--- src/hw/rtl/apu_pkg.sv ---
// Shared widths, register indexes and the sideband type for the alpha premultiply unit.
`timescale 1ns / 1ps
`default_nettype none

package apu_pkg;

    // Channel and numerator widths
    localparam int CHAN_W    = 8;
    localparam int NUM_W     = 2 * CHAN_W;
    localparam int CFG_IDX_W = 1;

    // Full-scale channel value
    localparam logic [CHAN_W-1:0] CHAN_MAX = '1;

    // One restoring step per quotient bit; quotient never exceeds CHAN_MAX
    localparam int DIV_STEPS = CHAN_W;

    // Operand register, divider steps, output register
    localparam int PIPE_DEPTH = DIV_STEPS + 2;

    // Configuration register indexes
    localparam logic [CFG_IDX_W-1:0] REG_DIRECTION = 1'd0;
    localparam logic [CFG_IDX_W-1:0] REG_ADDITIVE  = 1'd1;

    // Per-request data that bypasses the color lanes
    typedef struct packed {
        logic [CHAN_W-1:0] alpha;
        logic              zero_alpha;
        logic              last;
    } t_side;

endpackage

`default_nettype wire

--- src/hw/rtl/alpha_premultiply_unit_top.sv ---
// Top level of the alpha premultiply / unpremultiply unit.
// A request's result passes through the operand register, the divider steps and
// the output register, and shows on the outputs for one cycle with o_strobe high.
// Throughput: one pixel per cycle; each color lane runs an 8-step pipelined
// divider, one quotient bit per stage. busy stays low.
// Reset: synchronous, active low; clears the pipeline valids and both
// configuration registers (premultiply, alpha kept).
`timescale 1ns / 1ps
`default_nettype none

module alpha_premultiply_unit_top (
    input  wire logic                          i_clk,
    input  wire logic                          i_rst_n,
    input  wire logic                          start,
    output logic                               busy,
    input  wire logic [apu_pkg::CHAN_W-1:0]    i_red_in,
    input  wire logic [apu_pkg::CHAN_W-1:0]    i_green_in,
    input  wire logic [apu_pkg::CHAN_W-1:0]    i_blue_in,
    input  wire logic [apu_pkg::CHAN_W-1:0]    i_alpha_in,
    input  wire logic                          i_last_pixel,
    input  wire logic                          i_cfg_we,
    input  wire logic [apu_pkg::CFG_IDX_W-1:0] i_cfg_idx,
    input  wire logic                          i_cfg_wdata,
    output logic                               o_strobe,
    output logic      [apu_pkg::CHAN_W-1:0]    o_red_out,
    output logic      [apu_pkg::CHAN_W-1:0]    o_green_out,
    output logic      [apu_pkg::CHAN_W-1:0]    o_blue_out,
    output logic      [apu_pkg::CHAN_W-1:0]    o_alpha_out,
    output logic                               o_last_out
);

    // Fully pipelined: never refuses a request
    assign busy = 1'b0;

    logic n_accept;
    assign n_accept = start && !busy;

    // Configuration registers
    logic r_direction;
    logic r_additive;

    always_ff @(posedge i_clk) begin
        if (!i_rst_n) begin
            r_direction <= 1'b0;
            r_additive  <= 1'b0;
        end else if (i_cfg_we) begin
            unique case (i_cfg_idx)
                apu_pkg::REG_DIRECTION: r_direction <= i_cfg_wdata;
                apu_pkg::REG_ADDITIVE:  r_additive  <= i_cfg_wdata;
                default: ;
            endcase
        end
    end

    // Color lanes
    logic [apu_pkg::CHAN_W-1:0] w_red;
    logic [apu_pkg::CHAN_W-1:0] w_green;
    logic [apu_pkg::CHAN_W-1:0] w_blue;

    apu_lane u_lane_red (
        .i_clk       (i_clk),
        .i_chan      (i_red_in),
        .i_alpha     (i_alpha_in),
        .i_direction (r_direction),
        .o_chan      (w_red)
    );

    apu_lane u_lane_green (
        .i_clk       (i_clk),
        .i_chan      (i_green_in),
        .i_alpha     (i_alpha_in),
        .i_direction (r_direction),
        .o_chan      (w_green)
    );

    apu_lane u_lane_blue (
        .i_clk       (i_clk),
        .i_chan      (i_blue_in),
        .i_alpha     (i_alpha_in),
        .i_direction (r_direction),
        .o_chan      (w_blue)
    );

    // Sideband for the merge stage
    apu_pkg::t_side w_side;

    always_comb begin
        w_side.alpha      = i_alpha_in;
        w_side.zero_alpha = r_additive;
        w_side.last       = i_last_pixel;
    end

    apu_merge u_merge (
        .i_clk    (i_clk),
        .i_rst_n  (i_rst_n),
        .i_accept (n_accept),
        .i_side   (w_side),
        .i_red    (w_red),
        .i_green  (w_green),
        .i_blue   (w_blue),
        .o_strobe (o_strobe),
        .o_red    (o_red_out),
        .o_green  (o_green_out),
        .o_blue   (o_blue_out),
        .o_alpha  (o_alpha_out),
        .o_last   (o_last_out)
    );

endmodule

`default_nettype wire

--- src/hw/rtl/apu_lane.sv ---
// One color lane: operand setup followed by a pipelined restoring divider.
`timescale 1ns / 1ps
`default_nettype none

module apu_lane (
    input  wire logic                       i_clk,
    input  wire logic [apu_pkg::CHAN_W-1:0] i_chan,
    input  wire logic [apu_pkg::CHAN_W-1:0] i_alpha,
    input  wire logic                       i_direction,
    output logic      [apu_pkg::CHAN_W-1:0] o_chan
);

    localparam int CW = apu_pkg::CHAN_W;
    localparam int NW = apu_pkg::NUM_W;
    localparam int DS = apu_pkg::DIV_STEPS;

    // Operand setup: premultiply divides chan*alpha by 255,
    // unpremultiply divides chan*255 by alpha
    logic [NW-1:0] n_num;
    logic [CW-1:0] n_div;
    logic          n_byp;
    logic          n_sat;

    always_comb begin
        if (i_direction) begin
            n_num = {i_chan, {CW{1'b0}}} - NW'(i_chan);
            n_div = i_alpha;
        end else begin
            n_num = NW'(i_chan) * NW'(i_alpha);
            n_div = apu_pkg::CHAN_MAX;
        end
        // zero alpha on divide leaves the color as is
        n_byp = i_direction && (i_alpha == '0);
        // quotient would exceed 255
        n_sat = i_direction && (n_num >= {i_alpha, {CW{1'b0}}});
    end

    // Pipeline registers, index 0 is the operand stage
    logic [NW-1:0] r_rem  [0:DS];
    logic [CW-1:0] r_quo  [0:DS];
    logic [CW-1:0] r_div  [0:DS];
    logic [CW-1:0] r_chan [0:DS];
    logic          r_byp  [0:DS];
    logic          r_sat  [0:DS];

    always_ff @(posedge i_clk) begin
        r_rem[0]  <= n_num;
        r_quo[0]  <= '0;
        r_div[0]  <= n_div;
        r_chan[0] <= i_chan;
        r_byp[0]  <= n_byp;
        r_sat[0]  <= n_sat;
    end

    // Divider steps, most significant quotient bit first
    for (genvar k = 0; k < DS; k++) begin : g_step
        localparam int SH = DS - 1 - k;

        logic [NW:0]   n_dsh;
        logic [NW:0]   n_trial;
        logic [NW-1:0] n_rem;
        logic [CW-1:0] n_quo;

        always_comb begin
            n_dsh   = (NW + 1)'(r_div[k]) << SH;
            n_trial = {1'b0, r_rem[k]} - n_dsh;
            if (!n_trial[NW]) begin
                n_rem = n_trial[NW-1:0];
                n_quo = r_quo[k] | (CW'(1) << SH);
            end else begin
                n_rem = r_rem[k];
                n_quo = r_quo[k];
            end
        end

        always_ff @(posedge i_clk) begin
            r_rem[k+1]  <= n_rem;
            r_quo[k+1]  <= n_quo;
            r_div[k+1]  <= r_div[k];
            r_chan[k+1] <= r_chan[k];
            r_byp[k+1]  <= r_byp[k];
            r_sat[k+1]  <= r_sat[k];
        end
    end

    // Special cases override the quotient
    always_comb begin
        priority if (r_byp[DS]) begin
            o_chan = r_chan[DS];
        end else if (r_sat[DS]) begin
            o_chan = apu_pkg::CHAN_MAX;
        end else begin
            o_chan = r_quo[DS];
        end
    end

endmodule

`default_nettype wire

--- src/hw/rtl/apu_merge.sv ---
// Merge stage: aligns alpha and last mark with the lanes and registers the result.
`timescale 1ns / 1ps
`default_nettype none

module apu_merge (
    input  wire logic                       i_clk,
    input  wire logic                       i_rst_n,
    input  wire logic                       i_accept,
    input  wire apu_pkg::t_side             i_side,
    input  wire logic [apu_pkg::CHAN_W-1:0] i_red,
    input  wire logic [apu_pkg::CHAN_W-1:0] i_green,
    input  wire logic [apu_pkg::CHAN_W-1:0] i_blue,
    output logic                            o_strobe,
    output logic      [apu_pkg::CHAN_W-1:0] o_red,
    output logic      [apu_pkg::CHAN_W-1:0] o_green,
    output logic      [apu_pkg::CHAN_W-1:0] o_blue,
    output logic      [apu_pkg::CHAN_W-1:0] o_alpha,
    output logic                            o_last
);

    localparam int PD = apu_pkg::PIPE_DEPTH;
    localparam int SD = PD - 1;

    // Request valid shift line
    logic [PD-1:0] r_vld;

    always_ff @(posedge i_clk) begin
        if (!i_rst_n) begin
            r_vld <= '0;
        end else begin
            r_vld <= {r_vld[PD-2:0], i_accept};
        end
    end

    // Sideband delay matching the lane depth
    apu_pkg::t_side r_side [0:SD-1];

    always_ff @(posedge i_clk) begin
        r_side[0] <= i_side;
        for (int j = 1; j < SD; j++) begin
            r_side[j] <= r_side[j-1];
        end
    end

    // Output register
    logic [apu_pkg::CHAN_W-1:0] r_red;
    logic [apu_pkg::CHAN_W-1:0] r_green;
    logic [apu_pkg::CHAN_W-1:0] r_blue;
    logic [apu_pkg::CHAN_W-1:0] r_alpha;
    logic                       r_last;

    always_ff @(posedge i_clk) begin
        r_red   <= i_red;
        r_green <= i_green;
        r_blue  <= i_blue;
        r_alpha <= r_side[SD-1].zero_alpha ? '0 : r_side[SD-1].alpha;
        r_last  <= r_side[SD-1].last;
    end

    assign o_strobe = r_vld[PD-1];
    assign o_red    = r_red;
    assign o_green  = r_green;
    assign o_blue   = r_blue;
    assign o_alpha  = r_alpha;
    assign o_last   = r_last;

endmodule

`default_nettype wire

--- config.mk ---
export PLATFORM = sky130hd
export DESIGN_NAME = alpha_premultiply_unit_top
export DESIGN_NICKNAME = d
export VERILOG_FILES = /design/src/hw/rtl/apu_pkg.sv /design/src/hw/rtl/alpha_premultiply_unit_top.sv /design/src/hw/rtl/apu_lane.sv /design/src/hw/rtl/apu_merge.sv
export SDC_FILE = /design/constraint.sdc
export NUM_CORES = 2
export LEC_CHECK = 0
export ABC_AREA = 1
export BUFFER_PORTS_ARGS = -buffer_cell sky130_fd_sc_hd__buf_2
export CAP_MARGIN = 5
export CORE_MARGIN = 1.5
export CORE_UTILIZATION = 50
export DETAILED_ROUTE_END_ITERATION = 12
export PLACE_DENSITY = 0.64
export SLEW_MARGIN = 40
export SYNTH_ARGS = -nofsm -noshare
export SYNTH_HDL_FRONTEND = slang
export SYNTH_HIERARCHICAL = 1
export SYNTH_SLANG_ARGS = --single-unit
--- constraint.sdc ---
create_clock -name i_clk -period 5 [get_ports i_clk]
set_input_delay 0.25 -clock i_clk [delete_from_list [all_inputs] [get_ports i_clk]]
set_output_delay 0.25 -clock i_clk [all_outputs]
set_load 0.01 [all_outputs]
==> metrics.txt <==
result of the run=finished with violations; violated checks=DRC; worst supply voltage drop on vdd=~300 µV; number of filler instances in the final layout=~7700; largest area contributor in the netlist=sky130_fd_sc_hd__dfxtp_1; number of CTS-inserted buffers=roughly 100; ratio of final minimum period to clock period=between 90% and 100%; worst hold path depth=2; detailed-placement wirelength estimate=about 63000 µm; multiplexer share of the synthesized area=0%; first-pass GRT wire length=139000 µm; hold path start=i_green_in[0]; net switching power of the design=approximately 0.010 W; Yosys warnings=6; cell types occupying the most area after synthesis=sky130_fd_sc_hd__dfxtp_1 49%, sky130_fd_sc_hd__ha_1 9.1%, sky130_fd_sc_hd__nand2_1 8.1%; GRT Util Overall=a little under a fifth; startpoint of the lowest-slack register-to-register path=r_direction; Final Setup Violations=0; GRT overflow=0; Worst Hold Endpoint=u_lane_green/r_chan[0][0]; synthesized area per cell=just under 9 µm²; I/O pin count=74; internal power consumption=0.0203 W; dominant combinational cell family by area after synthesis=simple AND/OR/NAND/NOR gates; number of port buffers=72; worst min path class=in2reg; clock net sink count=about 1100; post-layout min period=4.75 ns; core area=around 0.089 mm²; Vert. Die Dim=about 300 µm; fraction of power consumed by the clock network=a little over a quarter; clock-pin slew of the registers on the worst-case setup and hold paths=~0.060 ns; worst-case clock buffer depth=3; switching share of total power=33.9%; number of synthesized flops with an enable pin=0; total of max-cap violations=0; Slowest-stage cell, CP=sky130_fd_sc_hd__dlygate4sd3_1; number of nets with antenna violations after routing=0; number of design rule violations left after detail routing=4; predominant post-synthesis flop cell=sky130_fd_sc_hd__dfxtp_1; Die Footprint=0.0912 mm²; relative contribution of sequential cells to total power=38.3%; data arrival time of the critical path=between 5 and 6 ns; clock skew after layout=0.0520 ns; total negative slack for setup checks=0 ns; iteration-0 DRC count of the detailed router=between 1500 and 2000; Core Rows=109; Worst Path Class, Setup=in2reg; final hold violations=0; Die W=~300 µm; Synth Area in Simple Gates=16.1%; starting utilization of the core area=between 50% and 60%; FF+latch count, synth=roughly 1100; clock root buffer master=sky130_fd_sc_hd__clkbuf_16; Worst Setup End Kind=flop; most numerous cell types in the synthesized netlist=1089 x sky130_fd_sc_hd__dfxtp_1, 962 x sky130_fd_sc_hd__nand2_1, 950 x sky130_fd_sc_hd__inv_1, 324 x sky130_fd_sc_hd__ha_1, 319 x sky130_fd_sc_hd__nor2_1; post-layout util=between 50% and 60%; compound-cell area share of the yosys netlist=7.96%; post-synthesis cell type count=59; final count of pins violating max slew=0; cell count of the worst reg-to-reg path=17; endpoint of the worst-slack reg-to-reg timing path=u_lane_green/r_sat[0][0]; clock tree from TritonCTS=yes; leakage power summed over all cells=27.1 nW; net count of the mapped netlist=about 5500; power density of the placed cells=around 590 mW/mm²; unrepaired setup endpoints after global routing=yes; top-area cell type share of the netlist area=between 40% and 50%; Gate power share=between 30 and 40%; sequential area share after synthesis=about half; cell type with the highest occurrence count on the critical path=sky130_fd_sc_hd__inv_1; initial antenna violation count=6; Adder-Cell Fraction of Synth Area=14.9%; 1st-pass router iterations=9; required time of the critical path=about 5.6 ns; async set-reset flop share out of synthesis=0%; proportion of layout cells with a drive suffix above 1=approximately an eighth; Slew @ Worst Pin=approximately 0.63 ns; number of buffer and inverter instances along the worst setup path=11; cell count after synthesis=just over 5000; Area Overhead vs Synth=15.5%; Clock H-tree levels=3; post-synthesis xor/xnor area fraction=roughly 2.7%; Final nets=around 5800; top fanout value on the critical path=9; Largest stage delay, worst path=between 0.5 and 0.6 ns; Relative slew margins=57.9%; Routed Wire Length=approximately 83000 µm; Worst R2R Setup Slack=between 2 and 2.5 ns; detailed-route wire length per cell=approximately 13 µm; diode insertion count for antenna repair=0; routability congestion estimate from global placement=roughly 0.9; post-synthesis cell area=around 0.045 mm²; pin count of the biggest net entering global routing=47; maximum achievable frequency=between 0.2 and 0.25 GHz; per-cell via count in the routed design=4.65; most used standard cell by instance count after synthesis=sky130_fd_sc_hd__dfxtp_1; total number of vias=about 30000; startpoint class of the critical path=input port; Top Family by Delay on Critical Path=adder cells; Clock Latency Late Sink=~0.68 ns; number of global-route vias before repair=29800
through the flow:
step	instance area (µm²)	total power (W)	hold WS [ns]	setup slack [ns]	std cells
finish	51600	0.0307	0.0547	0.253	6527
global route	51600	0.0331	0.0323	-0.00618	6527
CTS	51000	0.0303	0.0130	0.0157	6520
detailed placement	46700	0.0218	0.312	-0.240	6284
global placement	46700	0.0216	0.310	-0.223	6284
floorplan	44700	0.0194	0.278	0.158	5030
power groups by stage:
stage	sequential [W]	combinational, W	clock (W)
floorplan	0.0116	0.00774	0
finish	0.0117	0.0106	0.00838
global placement	0.0119	0.00968	0
detailed placement	0.0119	0.00986	0
global route	0.0120	0.0121	0.00897
CTS	0.0118	0.00996	0.00861
placed cells by master (no fill, tap or decap), types with 115 or more instances in the layout:
cell type                 instances
sky130_fd_sc_hd__dfxtp_1       1088
sky130_fd_sc_hd__nand2_1        947
sky130_fd_sc_hd__inv_1          944
sky130_fd_sc_hd__nor2_1         312
sky130_fd_sc_hd__ha_1           302
sky130_fd_sc_hd__a21oi_1        236
sky130_fd_sc_hd__nand3_1        193
sky130_fd_sc_hd__o21ai_0        149
sky130_fd_sc_hd__fa_1           125
sky130_fd_sc_hd__buf_4          115
worst max path at each step:
stage,from,end,depth (start not counted)
2_1_floorplan,i_alpha_in[7],u_lane_green/r_sat[0][0],29
3_3_place_gp,i_alpha_in[7],u_lane_blue/r_sat[0][0],29
3_5_place_dp,i_alpha_in[7],u_lane_blue/r_sat[0][0],29
4_1_cts,i_alpha_in[2],u_lane_green/r_sat[0][0],31
5_1_grt,i_green_in[7],u_lane_green/r_sat[0][0],31
6_report,i_blue_in[0],u_lane_blue/r_sat[0][0],29
layer usage:
metal	part of all wire, %	up-vias	track usage, %
met5	0	-	0
met3	3.5	121	2.39
li1	-	16100	-
met1	49	13700	25.1
met2	46	438	30.8
met4	2.1	0	5.61
sequential cells by signal (all words and copies together) (netlist names), 10 cells and up:
signal / cells
u_lane_blue/r_chan: 72
u_lane_blue/r_div: 64
u_lane_blue/r_quo: 36
u_lane_blue/r_rem: 128
u_lane_green/r_chan: 72
u_lane_green/r_div: 64
u_lane_green/r_quo: 36
u_lane_green/r_rem: 128
u_lane_red/r_chan: 72
u_lane_red/r_div: 64
u_lane_red/r_quo: 36
u_lane_red/r_rem: 128
u_merge/r_side: 90
u_merge/r_vld: 10
repair_timing:
item / CTS / global route
setup buffers: 0 / 6
endpoints found under the setup margin: 0 / 3
gates resized for setup: 0 / 146
hold buffers: 41 / 3
endpoints found under the hold margin: 44 / 3
area by class of cell:
type                       count  area [µm²]  area share [%]
multi-input combinational   2879       19100            37.1
timing repair buffer         227        1720            3.33
tap                         1165        1460            2.82
clock inverter                59         955            1.85
sequential                  1089       21800            42.2
inverter                     972        3670            7.11
clock buffer                 136        2870            5.57
worst register-to-register path, stage by stage, from the launching register on:
cell and delay, ns:
sky130_fd_sc_hd__dfxtp_2 0.50, sky130_fd_sc_hd__buf_4 0.50, sky130_fd_sc_hd__inv_2 0.31, sky130_fd_sc_hd__a21oi_1 0.17
sky130_fd_sc_hd__o21ai_0 0.13, sky130_fd_sc_hd__nand2_1 0.08, sky130_fd_sc_hd__inv_1 0.06, sky130_fd_sc_hd__ha_1 0.29
sky130_fd_sc_hd__nand2_1 0.06, sky130_fd_sc_hd__inv_1 0.04, sky130_fd_sc_hd__nand2_1 0.04, sky130_fd_sc_hd__nor2_1 0.07
sky130_fd_sc_hd__nand2_1 0.06, sky130_fd_sc_hd__nor2_1 0.11, sky130_fd_sc_hd__nand3_1 0.09, sky130_fd_sc_hd__nor2_1 0.11
sky130_fd_sc_hd__nand2_1 0.08, sky130_fd_sc_hd__a21oi_2 0.12
cells by family (layout without fill, tap and decap cells):
family	Yosys count	in the layout
AO/OA/AOI/OAI	603	603
XOR/XNOR	140	140
adder cells (fa/ha/maj)	453	453
buffers and inverters	1062	1394
flip-flops	1089	1089
other	1	1
AND/OR/NAND/NOR	1682	1682
No activity file was read; power rests on OpenSTA's default activity.
